[src/sv/tilt_heading_alignment_check_macros.svh]
// ============================================================================
// Tilt and heading alignment check: assertion macros
// Concurrent assertion wrappers used by the RTL; they compile away under
// synthesis. The module that uses them must have clk and rst_n in scope.
// ============================================================================
`ifndef TILT_HEADING_ALIGNMENT_CHECK_MACROS_SVH
`define TILT_HEADING_ALIGNMENT_CHECK_MACROS_SVH
`ifndef SYNTHESIS
// Same-cycle implication.
`define THA_ASSERT_IMPL(label, ante, cons) \
    label: assert property (@(posedge clk) disable iff (!rst_n) (ante) |-> (cons)) \
        else $error("tha assertion failed");
// Next-cycle implication.
`define THA_ASSERT_NEXT(label, ante, cons) \
    label: assert property (@(posedge clk) disable iff (!rst_n) (ante) |=> (cons)) \
        else $error("tha assertion failed");
`else
`define THA_ASSERT_IMPL(label, ante, cons)
`define THA_ASSERT_NEXT(label, ante, cons)
`endif
`endif

[src/sv/tha_pkg.sv]
`timescale 1ns / 1ps
// ============================================================================
// Tilt and heading alignment check: shared package
// Widths, angle constants, register indexes, the arctangent table and the
// types that pass between the front end, the queue and the back end.
// ============================================================================
package tha_pkg;

    localparam int IN_W          = 16;
    localparam int SUM_W         = 17;
    localparam int SQR_W         = 33;
    localparam int SQ_W          = 34;
    localparam int ROOT_W        = 32;
    localparam int SQRT_STEPS    = 32;
    localparam int SQ_PRESHIFT   = 30;
    localparam int REM_W         = 36;
    localparam int Q15_SHIFT     = 15;
    localparam int CORD_W        = 36;
    localparam int ATAN_FRAC     = 8;
    localparam int ANG_W         = 25;
    localparam int ANGLE_W       = ANG_W - ATAN_FRAC;
    localparam int WRAP_W        = 18;
    localparam int PITCH_W       = 15;
    localparam int HEAD_W        = 16;
    localparam int CFG_IDX_W     = 3;
    localparam int CFG_DATA_W    = 16;
    localparam int FIFO_DEPTH    = 2;
    localparam int CORDIC_STEPS_DEF = 16;
    localparam int HALF_TURN     = 18000;
    localparam int FULL_TURN     = 36000;
    localparam int PITCH_LIMIT   = 9000;
    localparam int HALF_TURN_Q8  = HALF_TURN * (1 << ATAN_FRAC);
    localparam int ROUND_HALF    = 1 << (ATAN_FRAC - 1);

    typedef enum logic [CFG_IDX_W-1:0] {
        CFG_OFFSET_X    = 3'd0,
        CFG_OFFSET_Y    = 3'd1,
        CFG_OFFSET_Z    = 3'd2,
        CFG_DECLINATION = 3'd3,
        CFG_LATITUDE    = 3'd4,
        CFG_PITCH_TOL   = 3'd5,
        CFG_HEADING_TOL = 3'd6
    } cfg_idx_t;

    typedef struct packed {
        logic signed [15:0] offset_x;
        logic signed [15:0] offset_y;
        logic signed [15:0] offset_z;
        logic signed [15:0] declination;
        logic signed [14:0] latitude;
        logic        [13:0] pitch_tol;
        logic        [14:0] heading_tol;
    } cfg_t;

    typedef struct packed {
        logic        [SQ_W-1:0]  sq;
        logic signed [SUM_W-1:0] ax;
        logic signed [SUM_W-1:0] mx;
        logic signed [SUM_W-1:0] my;
    } tha_item_t;

    // Arctangent of 2^-i in centidegrees, Q8.
    function automatic logic signed [ANG_W-1:0] atan_q8(input int unsigned idx);
        logic signed [ANG_W-1:0] v;
        case (idx)
            0:       v = ANG_W'(1152000);
            1:       v = ANG_W'(680065);
            2:       v = ANG_W'(359328);
            3:       v = ANG_W'(182400);
            4:       v = ANG_W'(91554);
            5:       v = ANG_W'(45822);
            6:       v = ANG_W'(22916);
            7:       v = ANG_W'(11459);
            8:       v = ANG_W'(5730);
            9:       v = ANG_W'(2865);
            10:      v = ANG_W'(1432);
            11:      v = ANG_W'(716);
            12:      v = ANG_W'(358);
            13:      v = ANG_W'(179);
            14:      v = ANG_W'(90);
            15:      v = ANG_W'(45);
            16:      v = ANG_W'(22);
            17:      v = ANG_W'(11);
            18:      v = ANG_W'(6);
            19:      v = ANG_W'(3);
            20:      v = ANG_W'(1);
            21:      v = ANG_W'(1);
            default: v = '0;
        endcase
        return v;
    endfunction

endpackage

[src/sv/tha_fifo.sv]
`timescale 1ns / 1ps
// ============================================================================
// Tilt and heading alignment check: decoupling queue
// Small first-in first-out buffer between the front end and the back end.
// ============================================================================
`include "tilt_heading_alignment_check_macros.svh"

module tha_fifo #(
    parameter int DEPTH = tha_pkg::FIFO_DEPTH
) (
    input  logic               clk,
    input  logic               rst_n,
    input  logic               in_valid,
    output logic               in_ready,
    input  tha_pkg::tha_item_t in_item,
    output logic               out_valid,
    input  logic               out_ready,
    output tha_pkg::tha_item_t out_item
);
    import tha_pkg::*;

    localparam int PTR_W = (DEPTH > 1) ? $clog2(DEPTH) : 1;
    localparam int CNT_W = $clog2(DEPTH + 1);

    tha_item_t mem [0:DEPTH-1];
    logic [PTR_W-1:0] wr_ptr_reg, rd_ptr_reg;
    logic [CNT_W-1:0] count_reg, count_next;
    logic push, pop;

    assign in_ready  = (count_reg != CNT_W'(DEPTH));
    assign out_valid = (count_reg != '0);
    assign out_item  = mem[rd_ptr_reg];
    assign push      = in_valid && in_ready;
    assign pop       = out_valid && out_ready;

    always_comb
    begin
        count_next = count_reg;
        if (push && !pop)
        begin
            count_next = count_reg + CNT_W'(1);
        end
        else if (pop && !push)
        begin
            count_next = count_reg - CNT_W'(1);
        end
    end

    always_ff @(posedge clk or negedge rst_n)
    begin
        if (!rst_n)
        begin
            wr_ptr_reg <= '0;
            rd_ptr_reg <= '0;
            count_reg  <= '0;
        end
        else
        begin
            count_reg <= count_next;
            if (push)
            begin
                wr_ptr_reg <= (wr_ptr_reg == PTR_W'(DEPTH - 1)) ? '0 : wr_ptr_reg + PTR_W'(1);
            end
            if (pop)
            begin
                rd_ptr_reg <= (rd_ptr_reg == PTR_W'(DEPTH - 1)) ? '0 : rd_ptr_reg + PTR_W'(1);
            end
        end
    end

    always_ff @(posedge clk)
    begin
        if (push)
        begin
            mem[wr_ptr_reg] <= in_item;
        end
    end

    `THA_ASSERT_NEXT(a_fifo_grow, push && !pop, count_reg == $past(count_reg) + CNT_W'(1))
    `THA_ASSERT_NEXT(a_fifo_shrink, pop && !push, count_reg == $past(count_reg) - CNT_W'(1))
    `THA_ASSERT_NEXT(a_fifo_hold, out_valid && !out_ready, out_item == $past(out_item))

endmodule

[config.mk]
export PLATFORM = sky130hd
export DESIGN_NAME = tha_fifo
export DESIGN_NICKNAME = d
export VERILOG_FILES = /design/src/sv/tha_pkg.sv /design/src/sv/tha_fifo.sv
export VERILOG_INCLUDE_DIRS = /design/src /design/src/sv
export SDC_FILE = /design/constraint.sdc
export NUM_CORES = 1
export LEC_CHECK = 0
export ABC_AREA = 0
export BUFFER_PORTS_ARGS = -buffer_cell sky130_fd_sc_hd__buf_2
export CAP_MARGIN = 0
export CELL_PAD_IN_SITES_DETAIL_PLACEMENT = 2
export CELL_PAD_IN_SITES_GLOBAL_PLACEMENT = 2
export CORE_AREA = 3 3 136 138
export CTS_CLUSTER_DIAMETER = 150
export DETAILED_ROUTE_END_ITERATION = 10
export DIE_AREA = 0 0 139 141
export PLACE_DENSITY = 0.83
export SYNTH_ARGS = -nofsm -noshare
export SYNTH_HDL_FRONTEND = slang
export SYNTH_SLANG_ARGS = --single-unit
export TNS_END_PERCENT = 50
[constraint.sdc]
create_clock -name clk -period 5.7 [get_ports clk]
set_input_delay 0.57 -clock clk [delete_from_list [all_inputs] [get_ports clk]]
set_output_delay 0.57 -clock clk [all_outputs]
set_load 0.05 [all_outputs]
==> results.toml <==
[global_routing]
first_global_vias = 3847
grt_util_all_layers_pct = 15.5
grt_max_degree = 68
gr-total-overflow = 0
grt_first_pass_wirelength_microns = 22800
grt_antenna_before_repair = 2

[critical_path]
crit_start = "rd_ptr_reg"
crit_chain = "buf_4, mux2_2, buf_2"
path_buf_inv = 2
r2r_start = "count_reg[0]"
crit_type = "reg -> out"
crit_path_top_delay_cell = "dfrtp_4"
slowest_delay_ns = 1.03
cp_data_arrival_time_ns = 2.70
cp-end-kind = "output port"
cp.required_ns = 5.13
crit_family = "flip-flops"
cp_max_fo = 55
cp-start-kind = "register"

[synth]
synth_top_family_by_area = "multiplexers"
mappedNetlistNets = 373
syn_area_per_cell_sq_um = 23.1
postSynthCellCount = 283
synth-seq-cells = 174
muxShareOfSynthArea_pct = 17.0
synthAdderAreaFrac_pct = 0.192
synth_xor_area_share_pct = 0.670
synthSimpleGateAreaFrac_pct = 0.517
yosysWarnings = 0
synth_cell_types = 17
syn_area_sq_um = 6530
synth_compound_area_share_pct = 0
yosysSeqAreaShare_pct = 79.7

[floorplan]
dieArea_sq_um = 19600
rows = 48
die_w_microns = 139
start_util_pct = 37.8
io_pins = 176
core_sq_um = 17300
dieHeight_microns = 141

[route]
dr_wl_met3_microns = 815
route.detailed.drc = 0
wl_per_cell_microns = 20.7
routedLengthMet1_microns = 5440
dr.pass1.iters = 4
avgViaCountPerCell = 4.66
wl_microns = 14700
drt_iter0_markers = 145
top_layer_used = "met5"
dr_wl_met2_microns = 8190
vias = 3309
antenna_left = 0

[clocking]
cts_made_buffers = 17
hold_buffers = 1
clock_latency_ns = 0.42
cts_buffer_depth = 2
cts-htree-levels = 4
clockRootBuffer = "clkbuf_16"
cts_setup_buffers = 0
ctsResizeCount = 0
clk_pin_slew_worst_paths_ns = 0.07
clkSinkCount = 174
cts_tree = "built"

[cells_and_area]
syn_to_final_growth_pct = 25.3
final_common_cell = "buf_2"
largest_reg_flops = 170
drive_above_1_share_pct = 61.4
nNetsFinal = 561
fin_cells = 710
layout_common_cells = "buf_2 (175), edfxtp_1 (170), mux2_2 (45)"

[timing]
final_hold_viol_count = 0
setup_viol = 0
max_slew.worst_pin.slew_ns = 0.964
min_period_ns = 3.27
period_share_pct = 57.4
fin_setup_tns_ns = 0
maxSlewViolCount = 0
clock_skew_ns = 0.0122
slew_headroom_pct = 35.7
rsz0062_at_grt = "no"
fmax_mhz = 306
fin_worst_hold_slack_ns = 0.336

[pwr]
leakage_nw = 3.16
power.density_nw_per_um2 = 626
irDropWorstVdd_mv = 0.324

[run]
maxCapViolCount = 0

[min_path]
hold_class = "in -> reg"
holdCritStartpoint = "in_item[75]"

[placed_design]
place_congestion = 0.743
dp_hpwl_microns = 10200
place_inst = 676
port_buffers = 175

[status]
outcome = "finished clean"
metal layers:
| metal | up-vias | global-route usage [%] |
|---|---|---|
| met5 | - | 0 |
| met4 | 4 | 5.10 |
| met3 | 20 | 4.75 |
| met2 | 115 | 28.3 |
| met1 | 1678 | 17.2 |
| li1 | 1492 | - |
cells by family after synthesis:
| group | count (synthesis) |
|---|---|
| muxes | 85 |
| and+or+nand+nor | 7 |
| DFF | 174 |
| buffers and inverters | 11 |
| adders and majority gates | 1 |
| xor gates and xnor gates | 5 |
per-stage QoR:
| stage | instance area (sq um) | setup slack, ns | util, % | power (W) |
|---|---|---|---|---|
| final | 8190 | 2.43 | 47.3 | 0.00513 |
| after global routing | 8180 | 2.24 | 47.3 | 0.00535 |
| after CTS | 8180 | 2.33 | 47.3 | 0.00521 |
| after detailed placement | 7600 | 2.79 | 44.0 | 0.00406 |
| after global placement | 7600 | 2.89 | 44.0 | 0.00399 |
| after floorplan | 6530 | 0.557 | - | 0.00366 |
power by group:
group	switching [W]	total [W]	internal, W
combinational	0.00146	0.00207	0.000611
sequential	0.000175	0.00193	0.00176
clock	0.000481	0.00113	0.000645
worst paths after layout:
kind                                end  slack (ns)  depth (start not counted)
max                        out_item[68]        2.43                          3
min                          mem[1][75]        0.34                          1
max reg2reg                  mem[0][35]        3.17                          4
min reg2reg                count_reg[1]        0.53                          1
max in group asynchronous    rd_ptr_reg        5.05                          2
min in group asynchronous  count_reg[1]        0.51                          2
synth_stat cells:
cell	number	area (sq um)
edfxtp_1	170	5100
buf_12	4	80.1
nand2b_1	1	6.26
and3_1	1	6.26
mux2_2	45	507
or2_2	1	6.26
buf_2	4	20.0
buf_6	1	11.3
inv_1	1	3.75
xnor2_1	3	26.3
dfrtp_1	4	100
buf_8	1	15.0
nand2_1	2	7.51
ha_1	1	12.5
xor2_1	2	17.5
nor2_1	2	7.51
mux2_4	40	601
area by class of cell:
cell class / count / area [sq um]
clock buffer: 18 / 429
tap: 225 / 282
sequential: 174 / 5210
inverter: 1 / 3.75
fill: 1599 / 9110
multi-input combinational: 98 / 1210
timing repair buffer: 179 / 908
clock inverter: 14 / 141
antenna: 1 / 2.50
(Power assumes the default switching activity.)
