==> src/sv/tilt_heading_alignment_check_macros.svh <==
// ============================================================================
// Tilt and heading alignment check: assertion macros
// Concurrent assertion wrappers used by the RTL; they compile away under
// synthesis. The module that uses them must have clk and rst_n in scope.
// ============================================================================
`ifndef TILT_HEADING_ALIGNMENT_CHECK_MACROS_SVH
`define TILT_HEADING_ALIGNMENT_CHECK_MACROS_SVH
`ifndef SYNTHESIS
// Same-cycle implication.
`define THA_ASSERT_IMPL(label, ante, cons) \
    label: assert property (@(posedge clk) disable iff (!rst_n) (ante) |-> (cons)) \
        else $error("tha assertion failed");
// Next-cycle implication.
`define THA_ASSERT_NEXT(label, ante, cons) \
    label: assert property (@(posedge clk) disable iff (!rst_n) (ante) |=> (cons)) \
        else $error("tha assertion failed");
`else
`define THA_ASSERT_IMPL(label, ante, cons)
`define THA_ASSERT_NEXT(label, ante, cons)
`endif
`endif

==> src/sv/tha_pkg.sv <==
`timescale 1ns / 1ps
// ============================================================================
// Tilt and heading alignment check: shared package
// Widths, angle constants, register indexes, the arctangent table and the
// types that pass between the front end, the queue and the back end.
// ============================================================================
package tha_pkg;

    localparam int IN_W          = 16;
    localparam int SUM_W         = 17;
    localparam int SQR_W         = 33;
    localparam int SQ_W          = 34;
    localparam int ROOT_W        = 32;
    localparam int SQRT_STEPS    = 32;
    localparam int SQ_PRESHIFT   = 30;
    localparam int REM_W         = 36;
    localparam int Q15_SHIFT     = 15;
    localparam int CORD_W        = 36;
    localparam int ATAN_FRAC     = 8;
    localparam int ANG_W         = 25;
    localparam int ANGLE_W       = ANG_W - ATAN_FRAC;
    localparam int WRAP_W        = 18;
    localparam int PITCH_W       = 15;
    localparam int HEAD_W        = 16;
    localparam int CFG_IDX_W     = 3;
    localparam int CFG_DATA_W    = 16;
    localparam int FIFO_DEPTH    = 2;
    localparam int CORDIC_STEPS_DEF = 16;
    localparam int HALF_TURN     = 18000;
    localparam int FULL_TURN     = 36000;
    localparam int PITCH_LIMIT   = 9000;
    localparam int HALF_TURN_Q8  = HALF_TURN * (1 << ATAN_FRAC);
    localparam int ROUND_HALF    = 1 << (ATAN_FRAC - 1);

    typedef enum logic [CFG_IDX_W-1:0] {
        CFG_OFFSET_X    = 3'd0,
        CFG_OFFSET_Y    = 3'd1,
        CFG_OFFSET_Z    = 3'd2,
        CFG_DECLINATION = 3'd3,
        CFG_LATITUDE    = 3'd4,
        CFG_PITCH_TOL   = 3'd5,
        CFG_HEADING_TOL = 3'd6
    } cfg_idx_t;

    typedef struct packed {
        logic signed [15:0] offset_x;
        logic signed [15:0] offset_y;
        logic signed [15:0] offset_z;
        logic signed [15:0] declination;
        logic signed [14:0] latitude;
        logic        [13:0] pitch_tol;
        logic        [14:0] heading_tol;
    } cfg_t;

    typedef struct packed {
        logic        [SQ_W-1:0]  sq;
        logic signed [SUM_W-1:0] ax;
        logic signed [SUM_W-1:0] mx;
        logic signed [SUM_W-1:0] my;
    } tha_item_t;

    // Arctangent of 2^-i in centidegrees, Q8.
    function automatic logic signed [ANG_W-1:0] atan_q8(input int unsigned idx);
        logic signed [ANG_W-1:0] v;
        case (idx)
            0:       v = ANG_W'(1152000);
            1:       v = ANG_W'(680065);
            2:       v = ANG_W'(359328);
            3:       v = ANG_W'(182400);
            4:       v = ANG_W'(91554);
            5:       v = ANG_W'(45822);
            6:       v = ANG_W'(22916);
            7:       v = ANG_W'(11459);
            8:       v = ANG_W'(5730);
            9:       v = ANG_W'(2865);
            10:      v = ANG_W'(1432);
            11:      v = ANG_W'(716);
            12:      v = ANG_W'(358);
            13:      v = ANG_W'(179);
            14:      v = ANG_W'(90);
            15:      v = ANG_W'(45);
            16:      v = ANG_W'(22);
            17:      v = ANG_W'(11);
            18:      v = ANG_W'(6);
            19:      v = ANG_W'(3);
            20:      v = ANG_W'(1);
            21:      v = ANG_W'(1);
            default: v = '0;
        endcase
        return v;
    endfunction

endpackage

==> src/sv/tha_ifs.sv <==
`timescale 1ns / 1ps
// ============================================================================
// Tilt and heading alignment check: channel interfaces
// Valid/ready channels for raw sensor samples and for alignment results.
// ============================================================================
interface tha_sample_if;
    logic                              valid;
    logic                              ready;
    logic signed [tha_pkg::IN_W-1:0]   accel_x;
    logic signed [tha_pkg::IN_W-1:0]   accel_y;
    logic signed [tha_pkg::IN_W-1:0]   accel_z;
    logic signed [tha_pkg::IN_W-1:0]   mag_x;
    logic signed [tha_pkg::IN_W-1:0]   mag_y;

    modport source (output valid, accel_x, accel_y, accel_z, mag_x, mag_y, input ready);
    modport sink   (input valid, accel_x, accel_y, accel_z, mag_x, mag_y, output ready);
endinterface


==> src/sv/tha_front.sv <==
`timescale 1ns / 1ps
// ============================================================================
// Tilt and heading alignment check: front end
// Accepts samples, applies offsets, squares the pitch axes and forms the
// sum of squares, in three stages that advance together.
// ============================================================================
module tha_front (
    input  logic               clk,
    input  logic               rst_n,
    tha_sample_if.sink         sample,
    input  tha_pkg::cfg_t      cfg,
    output logic               item_valid,
    input  logic               item_ready,
    output tha_pkg::tha_item_t item
);
    import tha_pkg::*;

    logic adv;
    logic va_reg, vb_reg, vc_reg;

    logic signed [SUM_W-1:0] ax_a_reg, ay_a_reg, az_a_reg, mx_a_reg, my_a_reg;
    logic signed [SUM_W-1:0] ax_b_reg, mx_b_reg, my_b_reg;
    logic        [SQR_W-1:0] ay_sq_reg, az_sq_reg;
    logic signed [2*SUM_W-1:0] ay_prod, az_prod;
    tha_item_t item_reg;

    assign adv          = !vc_reg || item_ready;
    assign sample.ready = adv;
    assign item_valid   = vc_reg;
    assign item         = item_reg;

    assign ay_prod = ay_a_reg * ay_a_reg;
    assign az_prod = az_a_reg * az_a_reg;

    always_ff @(posedge clk or negedge rst_n)
    begin
        if (!rst_n)
        begin
            va_reg <= 1'b0;
            vb_reg <= 1'b0;
            vc_reg <= 1'b0;
        end
        else if (adv)
        begin
            va_reg <= sample.valid;
            vb_reg <= va_reg;
            vc_reg <= vb_reg;
        end
    end

    always_ff @(posedge clk)
    begin
        if (adv)
        begin
            ax_a_reg <= SUM_W'(sample.accel_x) + SUM_W'(cfg.offset_x);
            ay_a_reg <= SUM_W'(sample.accel_y) + SUM_W'(cfg.offset_y);
            az_a_reg <= SUM_W'(sample.accel_z) + SUM_W'(cfg.offset_z);
            mx_a_reg <= SUM_W'(sample.mag_x) + SUM_W'(cfg.offset_x);
            my_a_reg <= SUM_W'(sample.mag_y) + SUM_W'(cfg.offset_y);

            ax_b_reg  <= ax_a_reg;
            mx_b_reg  <= mx_a_reg;
            my_b_reg  <= my_a_reg;
            ay_sq_reg <= ay_prod[SQR_W-1:0];
            az_sq_reg <= az_prod[SQR_W-1:0];

            item_reg.sq <= SQ_W'(ay_sq_reg) + SQ_W'(az_sq_reg);
            item_reg.ax <= ax_b_reg;
            item_reg.mx <= mx_b_reg;
            item_reg.my <= my_b_reg;
        end
    end

endmodule

==> src/flat_wrapper.sv <==
// flat-port wrapper written by rule: the top's interface ports become plain ports
module tha_front_flat import tha_pkg::*;
  (clk, rst_n, cfg, item_valid, item_ready, item, sample_valid, sample_accel_x, sample_accel_y, sample_accel_z, sample_mag_x, sample_mag_y, sample_ready);
  tha_sample_if sample_i ();
  input  logic clk;
  input  logic rst_n;
  input  tha_pkg::cfg_t cfg;
  output logic item_valid;
  input  logic item_ready;
  output tha_pkg::tha_item_t item;
  input wire logic [$bits(sample_i.valid)-1:0] sample_valid;
  input wire logic [$bits(sample_i.accel_x)-1:0] sample_accel_x;
  input wire logic [$bits(sample_i.accel_y)-1:0] sample_accel_y;
  input wire logic [$bits(sample_i.accel_z)-1:0] sample_accel_z;
  input wire logic [$bits(sample_i.mag_x)-1:0] sample_mag_x;
  input wire logic [$bits(sample_i.mag_y)-1:0] sample_mag_y;
  output wire logic [$bits(sample_i.ready)-1:0] sample_ready;
  assign sample_i.valid = sample_valid;
  assign sample_i.accel_x = sample_accel_x;
  assign sample_i.accel_y = sample_accel_y;
  assign sample_i.accel_z = sample_accel_z;
  assign sample_i.mag_x = sample_mag_x;
  assign sample_i.mag_y = sample_mag_y;
  assign sample_ready = sample_i.ready;
  tha_front u_core (.clk(clk), .rst_n(rst_n), .sample(sample_i), .cfg(cfg), .item_valid(item_valid), .item_ready(item_ready), .item(item));
endmodule
==> config.mk <==
export PLATFORM = sky130hd
export DESIGN_NAME = tha_front_flat
export DESIGN_NICKNAME = d
export VERILOG_FILES = /design/src/sv/tilt_heading_alignment_check_macros.svh /design/src/sv/tha_pkg.sv /design/src/sv/tha_ifs.sv /design/src/sv/tha_front.sv /design/src/flat_wrapper.sv
export SDC_FILE = /design/constraint.sdc
export NUM_CORES = 2
export LEC_CHECK = 0
export BUFFER_PORTS_ARGS = -buffer_cell sky130_fd_sc_hd__buf_2
export CELL_PAD_IN_SITES_DETAIL_PLACEMENT = 0
export CELL_PAD_IN_SITES_GLOBAL_PLACEMENT = 1
export CORE_MARGIN = 2
export CORE_UTILIZATION = 54
export DETAILED_ROUTE_END_ITERATION = 8
export GPL_TIMING_DRIVEN = 0
export PLACE_DENSITY_LB_ADDON = 0.08
export SETUP_SLACK_MARGIN = 0.4
export SYNTH_ARGS = -nofsm -noshare
export SYNTH_HDL_FRONTEND = slang
export SYNTH_SLANG_ARGS = --single-unit
==> constraint.sdc <==
create_clock -name clk -period 19.8 [get_ports clk]
set_clock_uncertainty 0.2 [all_clocks]
set_input_delay 0.99 -clock clk [delete_from_list [all_inputs] [get_ports clk]]
set_output_delay 0.99 -clock clk [all_outputs]
set_load 0.005 [all_outputs]
==> impl_metrics.ini <==
[run_status]
status = completed

[min_path]
holdPathStages = 0
min_from = u_core.ax_b_reg[9]$_DFFE_PP_
hp-class = reg2reg
worstHoldEndpoint = u_core.item[43]$_DFFE_PP_

[worst_setup_path]
required_ns = 19.90
cp_slowest_stage_delay_ns = 0.56
path_max_fanout = 10
r2r_cells = 25
cp.arrival_ns = 8.17
r2r_start = u_core.ay_a_reg[2]$_DFFE_PP_
crit_path_start_kind = register
crit_path_end_kind = register
critPathKind = reg2reg
crit_family = adder cells
critPathMostFrequentCell = fa_1
critPathSlowestCell = clkbuf_1
r2r_end = u_core.ay_sq_reg[32]$_DFFE_PP_
worst-path-buf-inv = 8
r2r_setup_slack_ns = 11.73

[timing]
fmaxAchievable_mhz = 124
setup_viol = 0
fin_crit_ns = 8.07
report.final.hold_viol_count = 0
slew_headroom_pct = 45.3
tightest_slew_ns = 0.800
fin_crit_sh_pct = 40.7
totalNegativeSetupSlack_ns = 0
grt_setup_unrepaired = no
drv_slew = 0

[floorplan]
die-area_um2 = 62400
die_width_um = 250
rows = 90
chipHeight_um = 250
core_um2 = 60000
start_util_pct = 54.3
num_io_pins = 279

[route]
vias = 21529
drt_first_iter_violations = 1116
drtAntennaViolNets = 0
drtPass1Iterations = 7
drc_errors = 0
routed_wl_um = 70900
wl_per_cell_um = 17.3
via_per_inst = 5.26

[final_layout]
stdcell_area_um2 = 36000
drive_above_1_share_pct = 9.54
final_common_cell = inv_1
utilization_pct = 59.9
nFillCells = 5224
final_cell_mix = 718 x inv_1, 528 x fa_1, 286 x ha_1
largest_register_ffs = 85
nets = 4293
syn_to_final_growth_pct = 10.3

[synth]
synth-edff-count = 285
synth-seq-cells = 288
yosys_most_used_dff = edfxtp_1
async_flop_share_pct = 1.04
synth.avg_cell_area_um2 = 10.8
syn-cell-area_um2 = 32600
synth.distinct_cells = 71
ys_seq_area_share_pct = 26.5
synth.net_count = 4033
ys_warn_count = 0
syn_inst = 3027

[global_routing]
grt_max_degree = 76
grt_use_total_pct = 23.9
antenna_found_initial = 2
grt_pass1_wl_um = 117000
grt_pass1_vias = 23332
grt.overflow.total = 0

[placed_design]
portBuffers = 218
dpl_cell_area_um2 = 34800
dp_hpwl_um = 58300
gp_congestion = 0.903

[clock_tree]
post_cts_resized = 0
htree_num_levels = 2
clockBufferDepth = 3
cts_tree = yes
root_buffer = clkbuf_16
cts.clk_slew.worst_paths_ns = 0.06
cts_sinks = 288
cts_buffers = 35
clock_latency_ns = 0.57

[job]
cap_violations = 0
-- cell families after synthesis --
kind of cell             Yosys count  synth area share, %
AND/OR/NAND/NOR                  652                 9.74
buffers and inverters            774                 8.91
multiplexers                       7                0.234
flip-flops                       288                 26.5
adder cells (fa/ha/maj)          814                 43.4
XOR/XNOR                         165                 4.43
AO/OA/AOI/OAI                    327                 6.82
-- worst max path at each step --
stage / slack [ns] / to / start / cells after the start
3_3_place_gp: 6.83 / sample_ready / item_ready / 3
4_1_cts: 11.75 / u_core.ay_sq_reg[32]$_DFFE_PP_ / u_core.ay_a_reg[2]$_DFFE_PP_ / 25
3_5_place_dp: 11.80 / u_core.ay_sq_reg[32]$_DFFE_PP_ / u_core.ay_a_reg[2]$_DFFE_PP_ / 25
2_1_floorplan: 10.56 / u_core.va_reg$_DFFE_PN0P_ / item_ready / 2
5_1_grt: 11.35 / u_core.ay_sq_reg[32]$_DFFE_PP_ / u_core.ay_a_reg[2]$_DFFE_PP_ / 25
6_report: 11.73 / u_core.ay_sq_reg[32]$_DFFE_PP_ / u_core.ay_a_reg[2]$_DFFE_PP_ / 25
-- worst register-to-register path: cells and delay by family (launching register included) --
kind	cells	cell delay, ns
simple gates	1	0.20
compound gates	8	1.98
fa+ha+maj	7	3.10
buf+inv	8	1.65
xor+xnor	1	0.15
flops	1	0.55
-- area by class of cell --
| cell class | instances | area [um^2] | area share [%] |
|---|---|---|---|
| multi-input combinational | 1965 | 21100 | 58.6 |
| sequential | 288 | 8630 | 24.0 |
| inverter | 718 | 2700 | 7.49 |
| timing repair buffer | 223 | 1210 | 3.37 |
| tap | 782 | 978 | 2.72 |
| clock buffer | 38 | 908 | 2.52 |
| clock inverter | 25 | 264 | 0.734 |
| buffer | 56 | 211 | 0.588 |
| antenna | 1 | 2.50 | 0.00696 |
-- metrics by stage --
step | hold WS (ns) | cells | setup WS [ns]
2_1_floorplan | 0.200 | 3027 | 10.56
3_3_place_gp | 0.200 | 4027 | 6.83
3_5_place_dp | 0.205 | 4031 | 11.80
4_1_cts | 0.212 | 4095 | 11.75
5_1_grt | 0.221 | 4096 | 11.35
6_report | 0.212 | 4096 | 11.73
-- layer usage --
layer  track usage, %  share of wire (%)  up-vias
li1                 -                  -    10100
met1             30.6                 41    10819
met2             40.4                 49      500
met3             6.16                7.4      110
met4             6.40                2.5        0
met5                0                  0        -
-- Yosys cell counts (7+ instances only) --
cell       number  share of area [%]
o21bai_1        7               0.16
a2111oi_0      10               0.27
nor2_1        132                1.5
inv_1         718                8.3
a211oi_1        8               0.18
a31o_2          7               0.19
nand2b_1       26               0.50
nand3_1        30               0.46
nand2_1       205                2.4
nor2b_1        45               0.86
or3_1          10               0.19
nor3_1         48               0.74
o211ai_1        7               0.16
ha_1          286                 11
a21o_1         41               0.94
a21oi_1        84                1.3
clkbuf_1       52               0.60
or2_2           9               0.17
o21a_1         34               0.78
fa_1          528                 32
and2_1        110                2.1
and3_1         16               0.31
xnor2_1       124                3.3
edfxtp_1      285                 26
xor2_1         41                1.1
o21ai_0        57               0.87
-- what timing repair did --
item                      4_1_cts  5_1_grt
hold buffers                    1        0
hold endpoints to repair        3        0
setup buffers                   0        0
Power is left out: the tool's default activity adds up to more than one toggle a clock period on the data nets, which glitch-free logic cannot reach.
